--- src/hw/rtl/mer_pkg.sv ---
// Shared types for the midpoint ellipse rasterizer.
// Holds the controller state, datapath opcodes and the status group.
// No dependencies.
package mer_pkg;

  typedef enum logic [3:0] {
    ST_READY,
    ST_SQ_X,
    ST_SQ_Y,
    ST_RX2_RY,
    ST_START_DEC,
    ST_STEP,
    ST_R2_M1,
    ST_R2_M2,
    ST_R2_M3,
    ST_R2_M4,
    ST_R2_M5,
    ST_R2_M6,
    ST_DEC,
    ST_EMIT
  } state_t;

  typedef enum logic [3:0] {
    OP_NONE,
    OP_LOAD,
    OP_SQ_X,
    OP_SQ_Y,
    OP_RX2_RY,
    OP_START_DEC,
    OP_STEP,
    OP_R2_M1,
    OP_R2_M2,
    OP_R2_M3,
    OP_R2_M4,
    OP_R2_M5,
    OP_R2_M6,
    OP_DEC,
    OP_EMIT
  } dp_op_t;

  typedef enum logic [1:0] {
    K_R1_NEG,
    K_R1_POS,
    K_R2_POS,
    K_R2_NEG
  } step_kind_t;

  typedef struct packed {
    logic busy;
    logic region_one;
    logic in_region_two;
    logic y_zero;
    logic out_free;
  } status_t;

endpackage

--- src/hw/rtl/mer_ctrl.sv ---
// Controller of the midpoint ellipse rasterizer.
// Sequences datapath opcodes per item; depends on mer_pkg.
module mer_ctrl (
  input  logic             clk,
  input  logic             rst,
  input  logic             s_tvalid,
  output logic             s_tready,
  input  logic             s_tuser,
  input  mer_pkg::status_t status,
  output mer_pkg::dp_op_t  op
);
  import mer_pkg::*;

  state_t state, state_next;

  always_ff @(posedge clk) begin
    if (rst) begin
      state <= ST_READY;
    end else begin
      state <= state_next;
    end
  end

  always_comb begin
    state_next = state;
    op = OP_NONE;
    s_tready = 1'b0;
    unique case (state)
      ST_READY: begin
        s_tready = 1'b1;
        if (s_tvalid) begin
          if (!s_tuser) begin
            op = OP_LOAD;
            state_next = ST_SQ_X;
          end else if (status.busy) begin
            state_next = ST_STEP;
          end
        end
      end
      ST_SQ_X: begin
        op = OP_SQ_X;
        state_next = ST_SQ_Y;
      end
      ST_SQ_Y: begin
        op = OP_SQ_Y;
        state_next = ST_RX2_RY;
      end
      ST_RX2_RY: begin
        op = OP_RX2_RY;
        state_next = ST_START_DEC;
      end
      ST_START_DEC: begin
        op = OP_START_DEC;
        state_next = ST_READY;
      end
      ST_STEP: begin
        op = OP_STEP;
        priority if (status.region_one) begin
          state_next = ST_DEC;
        end else if (!status.in_region_two) begin
          state_next = ST_R2_M1;
        end else if (status.y_zero) begin
          state_next = ST_READY;
        end else begin
          state_next = ST_DEC;
        end
      end
      ST_R2_M1: begin
        op = OP_R2_M1;
        state_next = ST_R2_M2;
      end
      ST_R2_M2: begin
        op = OP_R2_M2;
        state_next = ST_R2_M3;
      end
      ST_R2_M3: begin
        op = OP_R2_M3;
        state_next = ST_R2_M4;
      end
      ST_R2_M4: begin
        op = OP_R2_M4;
        state_next = ST_R2_M5;
      end
      ST_R2_M5: begin
        op = OP_R2_M5;
        state_next = ST_R2_M6;
      end
      ST_R2_M6: begin
        op = OP_R2_M6;
        state_next = ST_STEP;
      end
      ST_DEC: begin
        op = OP_DEC;
        state_next = ST_EMIT;
      end
      ST_EMIT: begin
        if (status.out_free) begin
          op = OP_EMIT;
          state_next = ST_READY;
        end
      end
      default: begin
        state_next = ST_READY;
      end
    endcase
  end

endmodule

--- config.mk ---
export PLATFORM = sky130hd
export DESIGN_NAME = mer_ctrl
export DESIGN_NICKNAME = d
export VERILOG_FILES = /design/src/hw/rtl/mer_pkg.sv /design/src/hw/rtl/mer_ctrl.sv
export SDC_FILE = /design/constraint.sdc
export NUM_CORES = 1
export LEC_CHECK = 0
export BUFFER_PORTS_ARGS = -buffer_cell sky130_fd_sc_hd__buf_2
export CORE_AREA = 2 2 39 41
export CTS_BUF_LIST = sky130_fd_sc_hd__clkbuf_16
export CTS_CLUSTER_SIZE = 20
export DETAILED_ROUTE_END_ITERATION = 8
export DIE_AREA = 0 0 41 43
export GPL_ROUTABILITY_DRIVEN = 0
export GPL_TIMING_DRIVEN = 0
export SYNTH_ARGS = -nofsm -noshare
export SYNTH_HDL_FRONTEND = slang
export SYNTH_SLANG_ARGS = --single-unit
--- constraint.sdc ---
create_clock -name clk -period 1.4 [get_ports clk]
set_input_delay 0.07 -clock clk [delete_from_list [all_inputs] [get_ports clk]]
set_output_delay 0.07 -clock clk [all_outputs]
set_load 0.02 [all_outputs]
==> reports/results.ini <==
[layout]
fin_nets = 80
utilization_pct = 41.6
top_regs = state (4)
diodes = 0
syn_to_final_growth_pct = 49.8
fillerInstances = 155
fin_cells = 85
drive_gt1_share_pct = 40.6
largest_reg_flops = 4
fin_area_sq_um = 576
largest_register = state

[worst_setup_path]
endpoint_kind = primary output
critPathLaunchType = flip-flop
crit-reg2reg-capture = state[0]
r2r_cells = 4
critical_path.max_fanout = 10
cp.arrival_ns = 1.25
path_cells = buf_6, a2111oi_2, a311oi_1, buf_2
crit_family = flip-flops
crit_path_max_incr_delay_ns = 0.38
critPathSlowestCell = dfxtp_2
reg2reg_slack_ns = 0.20
r2r-start = state[0]
cp.required_ns = 1.33
cp_num_buf_inv = 2
crit_type = reg -> out

[sta]
slew_viol_final = 0
finalHoldViolCount = 0
setup_viol = 0
timing.final.ws_setup_ns = 0.0842
skew_ns = 0.00149
timing.setup.tns_ns = 0
slew_headroom_pct = 82.2
fin_crit_ns = 1.32
whs_ns = 0.0685
fin_crit_sh_pct = 94.0
max_freq_mhz = 760
worst_pin_slew_ns = 0.267
rsz0062_at_grt = no

[yosys]
avgSynthCellArea_sq_um = 7.11
synth_edf_count = 0
synth_warnings = 0
synth_cell_types = 30
syn_inst = 54
synth_top_area_share_pct = 20.8
netlist_area_sq_um = 384
synthArstFlopShare_pct = 0
ys_ff_latch = 4
synth_nets = 63
synthTopCellsByArea = dfxtp_1 (21%), o21ai_0 (6.5%), a21oi_1 (5.2%), o21ai_1 (5.2%), nand2_1 (4.9%)
yosysTopAreaCell = dfxtp_1
ys_seq_area_share_pct = 20.8
ys.flop_type = dfxtp_1

[floorplanning]
pin_count = 14
start_util_pct = 27.8
die-height_um = 43
rows = 14
core_area_sq_um = 1380
fp.dieArea_sq_um = 1760
die_w_um = 41

[clock_network]
cts-root-buf = clkbuf_16
clkLatencyLatePin_ns = 0.22
clock-sinks = 4
clk_path_buf_depth = 2
clk_pin_slew_ns = 0.03
htree_levels = 1
cts_hold_buf = 0
cts_buffers = 3
post-cts-setup-buffers = 0
cts_tree = done

[global_routing]
grt_overflow = 0
grt_pass1_wl_um = 1600
grt_pass1_vias = 398
grt_max_degree = 11
gr-usage-all-layers_pct = 13.7
antenna_found_initial = 0

[detailed_routing]
avgRoutedWirePerCell_um = 11.8
firstDrtPassIters = 4
dr.first_iter.drc_count = 4
drt-total-wl_um = 999
ant_nets = 0
drc_errors = 0
vias_per_cell = 5.34
num_vias = 454

[run_status]
status = finished, final reports clean

[power]
powerDensity_nw_per_um2 = 2470
p_leak_nw = 0.240
power_mw = 1.42
irDropWorstVdd_mv = 0.775

[job]
cap_viol_max_count = 0

[placement]
dp_hpwl_um = 715
port_buffers = 13
preCtsSetupSlack_ns = 0.141
dpl_cell_area_sq_um = 469
place_inst = 83

[worst_hold_path]
hold_path_end = state[3]
min_path_type = in -> reg
hold_start = rst
holdPathStages = 2

cell type report:
class / instances / area [sq um] / area share, %
multi-input cells: 44 / 290 / 50.4
flip-flops and latches: 4 / 87.6 / 15.2
clock buffers: 3 / 75.1 / 13.0
repair buffers: 13 / 65.1 / 11.3
plain buffers: 3 / 30.0 / 5.22
well taps: 16 / 20.0 / 3.48
inverters: 2 / 7.51 / 1.30
cell families (layout without fill, tap and decap cells):
group | after synthesis | after routing | synth area share, %
buffers and inverters | 6 | 21 | 7.82
AOI/OAI and AO/OA | 21 | 21 | 33.9
xor gates and xnor gates | 2 | 2 | 4.56
and+or+nand+nor | 21 | 21 | 32.9
DFF | 4 | 4 | 20.8
Yosys cell counts (2+ instances only):
library cell  count
o21ai_1           4
inv_1             2
buf_2             3
a21oi_1           4
a22o_1            2
nand2_1           5
nand3_1           2
o21ai_0           5
nor2b_1           2
dfxtp_1           4
nor2_1            2
cell usage in the layout (no fill, tap or decap), drive strengths merged, types with 2 or more instances in the layout:
master / netlist / layout
a21oi: 4 / 4
a22o: 2 / 2
buf: 4 / 16
clkbuf: 0 / 3
dfxtp: 4 / 4
inv: 2 / 2
nand2: 6 / 6
nand3: 2 / 2
nor2: 2 / 2
nor2b: 2 / 2
nor4: 2 / 2
o21ai: 9 / 9
metal layers:
layer / global-route usage (%) / vias to the layer above / part of all wire [%]
met4: 9.33 / 0 / 1.1
met1: 17.1 / 209 / 43
li1: - / 232 / -
met3: 5.24 / 2 / 5.8
met5: 0 / - / 0
met2: 18.4 / 11 / 50
worst max-delay path by stage:
stage | startpoint | endpoint | cells after the start
2_1_floorplan | state[3] | op[0] | 3
3_3_place_gp | state[0] | op[3] | 6
3_5_place_dp | state[3] | op[0] | 4
4_1_cts | state[2] | op[1] | 4
5_1_grt | state[0] | op[2] | 5
6_report | state[1] | op[0] | 4
what timing repair did:
action                     CTS  global route
setup endpoints to repair    4             4
gates resized for setup      9             7
cloned                       0             0
worst register-to-register path: stages (launching register included):
cell and delay, ns:
dfxtp_4 0.39, or3_1 0.37, a21oi_1 0.13, a211o_1 0.13, o21ai_1 0.07
power by group:
group | switching (mW) | internal (mW)
clock network | 0.0793 | 0.365
registers | 0.108 | 0.170
logic | 0.379 | 0.320
total | 0.566 | 0.855
Note: power is estimated with default switching activity, not from simulation.
